[src/rtl/core/wbem_pkg.sv]
`default_nettype none

package wbem_pkg;

   // Gate count and the fixed width of the per-gate level ports
   localparam int GATES     = 4;
   localparam int MAX_GATES = 4;

   localparam int TIME_W  = 32;
   localparam int LEVEL_W = 7;
   localparam int LIMIT_W = 14;
   localparam int COUNT_W = 16;
   localparam int PHASE_W = 2;
   localparam int QUERY_W = 2;
   localparam int CMD_W   = 2;
   localparam int CSR_W   = 14;

   localparam int REQ_DATA_W = 72;
   localparam int RSP_DATA_W = 112;

   localparam logic [LEVEL_W-1:0] OK_LEVEL_RST   = 7'd60;
   localparam logic [LEVEL_W-1:0] WEAK_ENTER_RST = 7'd40;
   localparam logic [LIMIT_W-1:0] SHORT_LIM_RST  = 14'd2000;
   localparam logic [LIMIT_W-1:0] LONG_LIM_RST   = 14'd3000;

   localparam logic [COUNT_W-1:0] COUNT_MAX = {COUNT_W{1'b1}};

   localparam logic [PHASE_W-1:0] PH_NORMAL = 2'd0;
   localparam logic [PHASE_W-1:0] PH_WEAK   = 2'd1;
   localparam logic [PHASE_W-1:0] PH_SHORT  = 2'd2;
   localparam logic [PHASE_W-1:0] PH_LONG   = 2'd3;

   typedef enum logic [CMD_W-1:0] {
      CMD_TICK  = 2'd0,
      CMD_START = 2'd1,
      CMD_STOP  = 2'd2,
      CMD_RESET = 2'd3
   } cmd_type;

   typedef enum logic [1:0] {
      REG_OK_LEVEL   = 2'd0,
      REG_WEAK_ENTER = 2'd1,
      REG_SHORT_LIM  = 2'd2,
      REG_LONG_LIM   = 2'd3
   } reg_idx_type;

   typedef struct packed {
      logic [LEVEL_W-1:0] ok_level;
      logic [LEVEL_W-1:0] weak_enter;
      logic [LIMIT_W-1:0] short_limit;
      logic [LIMIT_W-1:0] long_limit;
   } cfg_type;

   // Per-step control from the session unit to every gate
   typedef struct packed {
      logic step;
      logic active;
      logic clear_weak;
      logic clear_count;
   } gate_ctrl_type;

endpackage

`default_nettype wire

[src/rtl/core/weak_beam_event_monitor.sv]
// Path: a word accepted on req_ is held in the input register, then one pass of session and
//   gate logic writes the result register that drives rsp_.
// Throughput: one word per cycle; while a finished result waits, the input register takes
//   at most one more word, and both stages advance together when rsp_ is free.
// Reset (synchronous, active high): session stopped, all gate state, counters and
//   totals zero, thresholds back to 60 / 40 percent and 2000 / 3000 ms.
`default_nettype none

module weak_beam_event_monitor (
   input  wire logic                              clock,
   input  wire logic                              reset,
   // request: tdata = now_ms[31:0], live_mask[35:32], level_a[42:36], level_b[49:43],
   //   level_c[56:50], level_d[63:57], query_gate[65:64], zero pad
   input  wire logic                              req_tvalid,
   output logic                                   req_tready,
   input  wire logic [wbem_pkg::REQ_DATA_W-1:0]   req_tdata,
   // request tuser = command[1:0]
   input  wire logic [wbem_pkg::CMD_W-1:0]        req_tuser,
   // response: tdata = phase_a[1:0], phase_b[3:2], phase_c[5:4], phase_d[7:6],
   //   alarm_level[9:8], save_needed[10], session_ms[42:11], short_events[58:43],
   //   long_events[74:59], weak_total_ms[106:75], zero pad
   output logic                                   rsp_tvalid,
   input  wire logic                              rsp_tready,
   output logic [wbem_pkg::RSP_DATA_W-1:0]        rsp_tdata,
   // configuration writes
   input  wire logic                              csr_we,
   input  wire logic [1:0]                        csr_index,
   input  wire logic [wbem_pkg::CSR_W-1:0]        csr_wdata
);
   import wbem_pkg::*;

   // ---------------------------------------------------------------
   // Configuration registers
   // ---------------------------------------------------------------
   cfg_type cfg_ff;

   always_ff @(posedge clock) begin
      if (reset) begin
         cfg_ff.ok_level    <= OK_LEVEL_RST;
         cfg_ff.weak_enter  <= WEAK_ENTER_RST;
         cfg_ff.short_limit <= SHORT_LIM_RST;
         cfg_ff.long_limit  <= LONG_LIM_RST;
      end else if (csr_we) begin
         unique case (reg_idx_type'(csr_index))
            REG_OK_LEVEL:   cfg_ff.ok_level    <= csr_wdata[LEVEL_W-1:0];
            REG_WEAK_ENTER: cfg_ff.weak_enter  <= csr_wdata[LEVEL_W-1:0];
            REG_SHORT_LIM:  cfg_ff.short_limit <= csr_wdata[LIMIT_W-1:0];
            REG_LONG_LIM:   cfg_ff.long_limit  <= csr_wdata[LIMIT_W-1:0];
            default: ;
         endcase
      end
   end

   // ---------------------------------------------------------------
   // Flow control: both stages advance when the result register is
   // empty or being drained; the input register refills in the same edge.
   // ---------------------------------------------------------------
   logic                  advance;
   logic                  step;
   logic                  in_valid_ff, in_valid_in;
   logic [REQ_DATA_W-1:0] in_data_ff;
   logic [CMD_W-1:0]      in_cmd_ff;
   logic                  rsp_valid_ff, rsp_valid_in;
   logic [RSP_DATA_W-1:0] rsp_data_ff, rsp_data_in;

   assign advance      = !rsp_valid_ff || rsp_tready;
   assign req_tready   = !in_valid_ff || advance;
   assign step         = in_valid_ff && advance;
   assign in_valid_in  = req_tready ? req_tvalid : in_valid_ff;
   assign rsp_valid_in = advance ? in_valid_ff : rsp_valid_ff;

   always_ff @(posedge clock) begin
      if (reset) begin
         in_valid_ff  <= 1'b0;
         rsp_valid_ff <= 1'b0;
      end else begin
         in_valid_ff  <= in_valid_in;
         rsp_valid_ff <= rsp_valid_in;
      end
   end

   // payload registers: input loads on handshake, result loads on a step, hold otherwise
   always_ff @(posedge clock) begin
      if (req_tready && req_tvalid) begin
         in_data_ff <= req_tdata;
         in_cmd_ff  <= req_tuser;
      end
      if (step) rsp_data_ff <= rsp_data_in;
   end

   // ---------------------------------------------------------------
   // Unpack the held request word
   // ---------------------------------------------------------------
   logic [TIME_W-1:0]   now_ms;
   logic [MAX_GATES-1:0] live_mask;
   logic [LEVEL_W-1:0]  level_all [MAX_GATES];
   logic [QUERY_W-1:0]  query_gate;

   assign now_ms       = in_data_ff[31:0];
   assign live_mask    = in_data_ff[35:32];
   assign level_all[0] = in_data_ff[42:36];
   assign level_all[1] = in_data_ff[49:43];
   assign level_all[2] = in_data_ff[56:50];
   assign level_all[3] = in_data_ff[63:57];
   assign query_gate   = in_data_ff[65:64];

   // ---------------------------------------------------------------
   // Session timing and command handling
   // ---------------------------------------------------------------
   gate_ctrl_type     gate_ctrl;
   logic [TIME_W-1:0] dt_ms;
   logic [TIME_W-1:0] session_ms;
   logic              cmd_save;

   wbem_session u_session (
      .clock      (clock),
      .reset      (reset),
      .step       (step),
      .command    (cmd_type'(in_cmd_ff)),
      .now_ms     (now_ms),
      .ctrl       (gate_ctrl),
      .dt_ms      (dt_ms),
      .session_ms (session_ms),
      .cmd_save   (cmd_save)
   );

   // ---------------------------------------------------------------
   // Per-gate weak tracking, all gates in parallel
   // ---------------------------------------------------------------
   logic [PHASE_W-1:0]   phase_all [MAX_GATES];
   logic [MAX_GATES-1:0] event_all;
   logic [COUNT_W-1:0]   short_all [MAX_GATES];
   logic [COUNT_W-1:0]   long_all  [MAX_GATES];
   logic [TIME_W-1:0]    weak_all  [MAX_GATES];

   for (genvar g = 0; g < MAX_GATES; g++) begin : g_gate
      if (g < GATES) begin : g_on
         wbem_gate u_gate (
            .clock       (clock),
            .reset       (reset),
            .ctrl        (gate_ctrl),
            .cfg         (cfg_ff),
            .now_ms      (now_ms),
            .dt_ms       (dt_ms),
            .live        (live_mask[g]),
            .level       (level_all[g]),
            .phase       (phase_all[g]),
            .event_hit   (event_all[g]),
            .short_count (short_all[g]),
            .long_count  (long_all[g]),
            .weak_time   (weak_all[g])
         );
      end else begin : g_off
         assign phase_all[g] = PH_NORMAL;
         assign event_all[g] = 1'b0;
         assign short_all[g] = '0;
         assign long_all[g]  = '0;
         assign weak_all[g]  = '0;
      end
   end

   // ---------------------------------------------------------------
   // Form the result word
   // ---------------------------------------------------------------
   logic [PHASE_W-1:0] alarm_level;
   logic               save_needed;
   logic [COUNT_W-1:0] short_events;
   logic [COUNT_W-1:0] long_events;
   logic [TIME_W-1:0]  weak_total_ms;

   always_comb begin
      alarm_level = PH_NORMAL;
      for (int g = 0; g < MAX_GATES; g++) begin
         if (phase_all[g] > alarm_level) alarm_level = phase_all[g];
      end
      save_needed = cmd_save || (|event_all);
      // drop the counters for a gate that is not fitted
      if (int'(query_gate) < GATES) begin
         short_events  = short_all[query_gate];
         long_events   = long_all[query_gate];
         weak_total_ms = weak_all[query_gate];
      end else begin
         short_events  = '0;
         long_events   = '0;
         weak_total_ms = '0;
      end
      rsp_data_in = '0;
      rsp_data_in[1:0]    = phase_all[0];
      rsp_data_in[3:2]    = phase_all[1];
      rsp_data_in[5:4]    = phase_all[2];
      rsp_data_in[7:6]    = phase_all[3];
      rsp_data_in[9:8]    = alarm_level;
      rsp_data_in[10]     = save_needed;
      rsp_data_in[42:11]  = session_ms;
      rsp_data_in[58:43]  = short_events;
      rsp_data_in[74:59]  = long_events;
      rsp_data_in[106:75] = weak_total_ms;
   end

   assign rsp_tvalid = rsp_valid_ff;
   assign rsp_tdata  = rsp_data_ff;

   // ---------------------------------------------------------------
   // Checks
   // ---------------------------------------------------------------
   a_step_fills_rsp : assert property (@(posedge clock) disable iff (reset)
      step |=> rsp_valid_ff)
      else $error("processed word did not reach the result register");

   a_stall_holds_input : assert property (@(posedge clock) disable iff (reset)
      in_valid_ff && !advance |=> in_valid_ff && $stable(in_data_ff) && $stable(in_cmd_ff))
      else $error("held request word changed during a stall");

   a_idle_no_phase : assert property (@(posedge clock) disable iff (reset)
      step && !gate_ctrl.active |=> rsp_data_ff[9:0] == '0)
      else $error("phase reported while session is stopped");

   a_full_reset_saves : assert property (@(posedge clock) disable iff (reset)
      step && cmd_type'(in_cmd_ff) == CMD_RESET |=> rsp_data_ff[10])
      else $error("full reset did not flag a save");

endmodule

`default_nettype wire

[src/rtl/core/wbem_session.sv]
`default_nettype none

module wbem_session (
   input  wire logic                          clock,
   input  wire logic                          reset,
   input  wire logic                          step,
   input  wire wbem_pkg::cmd_type             command,
   input  wire logic [wbem_pkg::TIME_W-1:0]   now_ms,
   output wbem_pkg::gate_ctrl_type            ctrl,
   output logic [wbem_pkg::TIME_W-1:0]        dt_ms,
   output logic [wbem_pkg::TIME_W-1:0]        session_ms,
   output logic                               cmd_save
);
   import wbem_pkg::*;

   logic              running_ff, running_in;
   logic [TIME_W-1:0] session_total_ff, session_total_in;
   logic [TIME_W-1:0] segment_start_ff, segment_start_in;
   logic [TIME_W-1:0] last_tick_ff, last_tick_in;
   logic [TIME_W-1:0] seg_diff;
   logic [TIME_W-1:0] seg_sum;
   logic [TIME_W-1:0] last_eff;

   assign seg_diff = now_ms - segment_start_ff;
   assign seg_sum  = session_total_ff + seg_diff;
   // zero stamp means no running tick seen yet
   assign last_eff = (last_tick_ff == '0) ? now_ms : last_tick_ff;

   always_comb begin
      running_in       = running_ff;
      session_total_in = session_total_ff;
      segment_start_in = segment_start_ff;
      ctrl.clear_weak  = 1'b0;
      ctrl.clear_count = 1'b0;
      cmd_save         = 1'b0;
      session_ms       = session_total_ff;
      unique case (command)
         CMD_TICK: begin
            if (running_ff) session_ms = seg_sum;
         end
         CMD_START: begin
            if (!running_ff) begin
               running_in       = 1'b1;
               segment_start_in = now_ms;
               ctrl.clear_weak  = 1'b1;
            end else begin
               session_ms = seg_sum;
            end
         end
         CMD_STOP: begin
            if (running_ff) begin
               running_in       = 1'b0;
               session_total_in = seg_sum;
               session_ms       = seg_sum;
               ctrl.clear_weak  = 1'b1;
            end
         end
         CMD_RESET: begin
            running_in       = 1'b0;
            session_total_in = '0;
            session_ms       = '0;
            ctrl.clear_weak  = 1'b1;
            ctrl.clear_count = 1'b1;
            cmd_save         = 1'b1;
         end
         default: ;
      endcase
      ctrl.step    = step;
      ctrl.active  = running_in;
      // not running: weak state drops as well
      if (!running_in) ctrl.clear_weak = 1'b1;
      dt_ms        = now_ms - last_eff;
      last_tick_in = running_in ? now_ms : last_tick_ff;
   end

   always_ff @(posedge clock) begin
      if (reset) begin
         running_ff       <= 1'b0;
         session_total_ff <= '0;
         segment_start_ff <= '0;
         last_tick_ff     <= '0;
      end else if (step) begin
         running_ff       <= running_in;
         session_total_ff <= session_total_in;
         segment_start_ff <= segment_start_in;
         last_tick_ff     <= last_tick_in;
      end
   end

endmodule

`default_nettype wire

[src/rtl/core/wbem_gate.sv]
`default_nettype none

module wbem_gate (
   input  wire logic                          clock,
   input  wire logic                          reset,
   input  wire wbem_pkg::gate_ctrl_type       ctrl,
   input  wire wbem_pkg::cfg_type             cfg,
   input  wire logic [wbem_pkg::TIME_W-1:0]   now_ms,
   input  wire logic [wbem_pkg::TIME_W-1:0]   dt_ms,
   input  wire logic                          live,
   input  wire logic [wbem_pkg::LEVEL_W-1:0]  level,
   output logic [wbem_pkg::PHASE_W-1:0]       phase,
   output logic                               event_hit,
   output logic [wbem_pkg::COUNT_W-1:0]       short_count,
   output logic [wbem_pkg::COUNT_W-1:0]       long_count,
   output logic [wbem_pkg::TIME_W-1:0]        weak_time
);
   import wbem_pkg::*;

   logic               flag_ff, flag_in;
   logic [TIME_W-1:0]  start_ff, start_in;
   logic               short_seen_ff, short_seen_in;
   logic               long_seen_ff, long_seen_in;
   logic [COUNT_W-1:0] short_cnt_ff, short_cnt_in;
   logic [COUNT_W-1:0] long_cnt_ff, long_cnt_in;
   logic [TIME_W-1:0]  weak_time_ff, weak_time_in;

   logic               flag_c;
   logic [TIME_W-1:0]  start_c;
   logic               tracking;
   logic [TIME_W-1:0]  weak_ms;
   logic               short_hit;
   logic               long_hit;

   always_comb begin
      flag_c        = ctrl.clear_weak ? 1'b0 : flag_ff;
      start_c       = ctrl.clear_weak ? '0 : start_ff;
      flag_in       = flag_c;
      start_in      = start_c;
      short_seen_in = ctrl.clear_weak ? 1'b0 : short_seen_ff;
      long_seen_in  = ctrl.clear_weak ? 1'b0 : long_seen_ff;
      short_cnt_in  = ctrl.clear_count ? '0 : short_cnt_ff;
      long_cnt_in   = ctrl.clear_count ? '0 : long_cnt_ff;
      weak_time_in  = ctrl.clear_count ? '0 : weak_time_ff;
      tracking      = 1'b0;
      phase         = PH_NORMAL;
      event_hit     = 1'b0;
      weak_ms       = now_ms - start_c;

      if (ctrl.active && live) begin
         if (!flag_c) begin
            if (level <= cfg.weak_enter) begin
               // enter a weak episode now
               tracking      = 1'b1;
               flag_in       = 1'b1;
               start_in      = now_ms;
               short_seen_in = 1'b0;
               long_seen_in  = 1'b0;
               weak_ms       = '0;
            end
         end else if (level >= cfg.ok_level) begin
            flag_in       = 1'b0;
            start_in      = '0;
            short_seen_in = 1'b0;
            long_seen_in  = 1'b0;
         end else begin
            tracking = 1'b1;
         end
      end

      short_hit = weak_ms > TIME_W'(cfg.short_limit);
      long_hit  = weak_ms >= TIME_W'(cfg.long_limit);

      if (tracking) begin
         if (short_hit && !short_seen_in) begin
            short_seen_in = 1'b1;
            event_hit     = 1'b1;
            if (short_cnt_in != COUNT_MAX) short_cnt_in = short_cnt_in + 1'b1;
         end
         if (long_hit && !long_seen_in) begin
            long_seen_in = 1'b1;
            event_hit    = 1'b1;
            if (long_cnt_in != COUNT_MAX) long_cnt_in = long_cnt_in + 1'b1;
         end
         weak_time_in = weak_time_in + dt_ms;
         priority if (long_hit)  phase = PH_LONG;
         else if (short_hit)     phase = PH_SHORT;
         else                    phase = PH_WEAK;
      end
   end

   assign short_count = short_cnt_in;
   assign long_count  = long_cnt_in;
   assign weak_time   = weak_time_in;

   always_ff @(posedge clock) begin
      if (reset) begin
         flag_ff       <= 1'b0;
         start_ff      <= '0;
         short_seen_ff <= 1'b0;
         long_seen_ff  <= 1'b0;
         short_cnt_ff  <= '0;
         long_cnt_ff   <= '0;
         weak_time_ff  <= '0;
      end else if (ctrl.step) begin
         flag_ff       <= flag_in;
         start_ff      <= start_in;
         short_seen_ff <= short_seen_in;
         long_seen_ff  <= long_seen_in;
         short_cnt_ff  <= short_cnt_in;
         long_cnt_ff   <= long_cnt_in;
         weak_time_ff  <= weak_time_in;
      end
   end

endmodule

`default_nettype wire
[config.mk]
export PLATFORM = sky130hd
export DESIGN_NAME = weak_beam_event_monitor
export DESIGN_NICKNAME = d
export VERILOG_FILES = /design/src/rtl/core/wbem_pkg.sv /design/src/rtl/core/weak_beam_event_monitor.sv /design/src/rtl/core/wbem_session.sv /design/src/rtl/core/wbem_gate.sv
export SDC_FILE = /design/constraint.sdc
export NUM_CORES = 2
export LEC_CHECK = 0
export ABC_AREA = 1
export ABC_CLOCK_PERIOD_IN_PS = 10400
export BUFFER_PORTS_ARGS = -buffer_cell sky130_fd_sc_hd__buf_2
export CAP_MARGIN = 25
export CORE_MARGIN = 1.5
export CORE_UTILIZATION = 45
export CTS_BUF_LIST = sky130_fd_sc_hd__clkbuf_8
export DETAILED_ROUTE_END_ITERATION = 10
export PLACE_DENSITY_LB_ADDON = 0.05
export REMOVE_ABC_BUFFERS = 1
export SETUP_SLACK_MARGIN = 0.2
export SYNTH_ARGS = -nofsm -noshare
export SYNTH_HDL_FRONTEND = slang
export SYNTH_SLANG_ARGS = --single-unit
[constraint.sdc]
create_clock -name clock -period 10.4 [get_ports clock]
set_input_delay 1.04 -clock clock [delete_from_list [all_inputs] [get_ports clock]]
set_output_delay 1.04 -clock clock [all_outputs]
set_load 0.005 [all_outputs]
==> run metrics <==
# rows 137; pre-CTS WS 2480 ps; WL/cell 18.6 um; Buf+Inv Stages, Crit Path 7; register area share after synthesis 25.2%; clk slew on worst S/H paths 60 ps; Residual DRC 0; clock network power share 30.8%; Layout Skew 48.9 ps; share of layout cells above drive strength 1 6.36%; CTS Buf Count 142; Hold Path Class input port to flip-flop; leakage dissipation 33.9 nW; Post-CTS Resized 0; Cell Area, Synth 63600 um2; Sw Share 40.8%; CTS Hold Buffers Added 0; # clock sinks 712; setup ws final 2250 ps; Critical Path Start Type flip-flop; RSZ-0062 raised after global routing no; Yosys top cell area share 16.9%; Critical Path Sink Type flip-flop; routed wire length 229 mm; NumNets Final 10946; vias in the first global route 62376; Cell Area, Placed 66300 um2; die height 379 um; DR iter-0 viols 5194; GRT Total Usage 31.3%; Root Buffer clkbuf_8; synth top area cells dfxtp_1 17%, nand2_1 16%, ha_1 9.8%; Fillers 14837; Switch Pwr 3.94 mW; first-pass GRT wire length 353 mm; CP max-delay cell a21oi_2; Sequential Power Share 32.0%; die area 144000 um2; Synth Flop Type dfxtp_1; Max FO, Critical Path 54; VDD IR max 0.125 mV; Cells after Synth 10249; Synth area leader dfxtp_1; max_cap viols 0; Final Instance Area 69200 um2; count leader, synth nand2_1; chip width 379 um; register area 16000 um2; IO buf count 197; post-synthesis cell type count 57; Slew Limit Fails 0; area of the multi-input gates 39800 um2; r2r setup slk 2250 ps; outcome finished, final reports clean; Initial Util 45.5%; Critical Path AT 8800 ps; family with the most delay on the worst path simple AND/OR/NAND/NOR gates; I/O Pins 209; H-tree depth 4; Worst Tran Pin Value 1120 ps; Combinational Power Share 37.2%; Setup-failing EPs final 0; worst skew pair latency 910 ps; Syn Area/Cell 6.21 um2; Post-synth top cells 2702 x nand2_1, 1614 x inv_1, 863 x nand3_1; buffer depth of the longest clock path 3; Syn. warnings 0; pwr/cell area 139 nW/um2; initial antenna violation count 3; largest net degree at the start of global routing 169; setup TNS 0 ps; DRT antenna net count 0; type of the worst setup path flip-flop to flip-flop; most used cell, CP nand2_1; Max Clock Freq 0.123 GHz; via count 66738; asr flop ratio synth 0%; Final Hold Vio Count 0; Post-synth EDFFs 175; Synth Register Bits 712; Worst EP required 11050 ps; share of the cycle needed by the critical path after routing 78.4%; Pint 5.72 mW; Slew HR 25.1%; core box area 140000 um2; gpl congestion 0.970; fin crit period 8150 ps; Area growth, synth to finish 8.84%; GRT Residual Overflow 0; Final HPWL DP 166 mm; CTS tree yes; setup repair bufs after CTS 0; vias per cell 5.42; worst stage delay on the critical path 660 ps; Initial DRT Pass Iterations 8
[cell type report]
type / instances / share of cell area [%]
Timing Repair Buffer: 302 / 2.73
Multi-Input combinational cell: 7494 / 57.6
Clock buffer: 161 / 3.20
Sequential cell: 712 / 23.1
Tap cell: 1876 / 3.39
Antenna cell: 4 / 0.0145
Inverter: 1661 / 9.04
Clock inverter: 104 / 0.929
[cell usage in the layout (no fill, tap or decap), drive strengths merged, types with 175 or more instances in the layout]
| cell | n |
|---|---|
| ha | 498 |
| edfxtp | 175 |
| dfxtp | 537 |
| o21ai | 617 |
| inv | 1714 |
| a21oi | 860 |
| nand3 | 864 |
| nand2 | 2714 |
| buf | 302 |
| nor2 | 892 |
[cells by family after synthesis]
logic type                 share of synthesized area [%]
AOI/OAI and AO/OA                                   16.7
xor gates and xnor gates                            2.80
adders and majority gates                           11.1
buffers and inverters                               12.3
DFF                                                 25.2
other                                            0.00590
and+or+nand+nor                                     32.0
[stage by stage]
step	util (%)	power (mW)	cells	hold slack, ps
floorplan	-	5.62	9867	434
global route	49.5	10.3	12311	266
detailed placement	47.4	6.67	12043	454
CTS	49.4	9.68	12308	235
finish	49.5	9.66	12314	306
global placement	47.4	6.64	12042	450
[final timing paths]
kind                                           start  depth (start not counted)                            endpoint
hold reg to reg   g_gate[2].g_on.u_gate.start_ff[11]                          2  g_gate[2].g_on.u_gate.start_ff[11]
setup / recovery                u_session.running_ff                         35                        rsp_tdata[8]
hold / removal                         req_tdata[19]                          1                      in_data_ff[19]
setup reg to reg                u_session.running_ff                         35                        rsp_tdata[8]
[per-layer routing]
layer | up-vias | wire [um] | global-route usage (%)
li1 | 33612 | - | -
met1 | 30835 | 106000 | 42.2
met2 | 1890 | 102000 | 51.0
met3 | 401 | 13300 | 4.31
met4 | 0 | 7970 | 11.2
met5 | - | 0 | 0
[sequential cells by signal, indices dropped and copies added (netlist names), 42 cells and up]
signal,flops
g_gate.g_on.u_gate.short_cnt_ff,64
g_gate.g_on.u_gate.start_ff,128
rsp_tdata,107
g_gate.g_on.u_gate.weak_time_ff,128
cfg_ff,42
in_data_ff,66
g_gate.g_on.u_gate.long_cnt_ff,64
[worst reg2reg max path, delay by kind of cell (launching register included)]
family          cells  cell delay (ps)
buf+inv             7             1770
flops               1              300
fa+ha+maj           3              830
simple gates       17             2630
compound gates      8             2380
[power by group through the flow]
stage / registers (mW) / logic, mW / clock network (mW)
6_report: 3.09 / 3.59 / 2.97
4_1_cts: 3.09 / 3.55 / 3.04
2_1_floorplan: 3.15 / 2.47 / 0
3_5_place_dp: 3.15 / 3.53 / 0
5_1_grt: 3.11 / 4.02 / 3.15
3_3_place_gp: 3.14 / 3.49 / 0
Note: power is estimated with default switching activity, not from simulation.
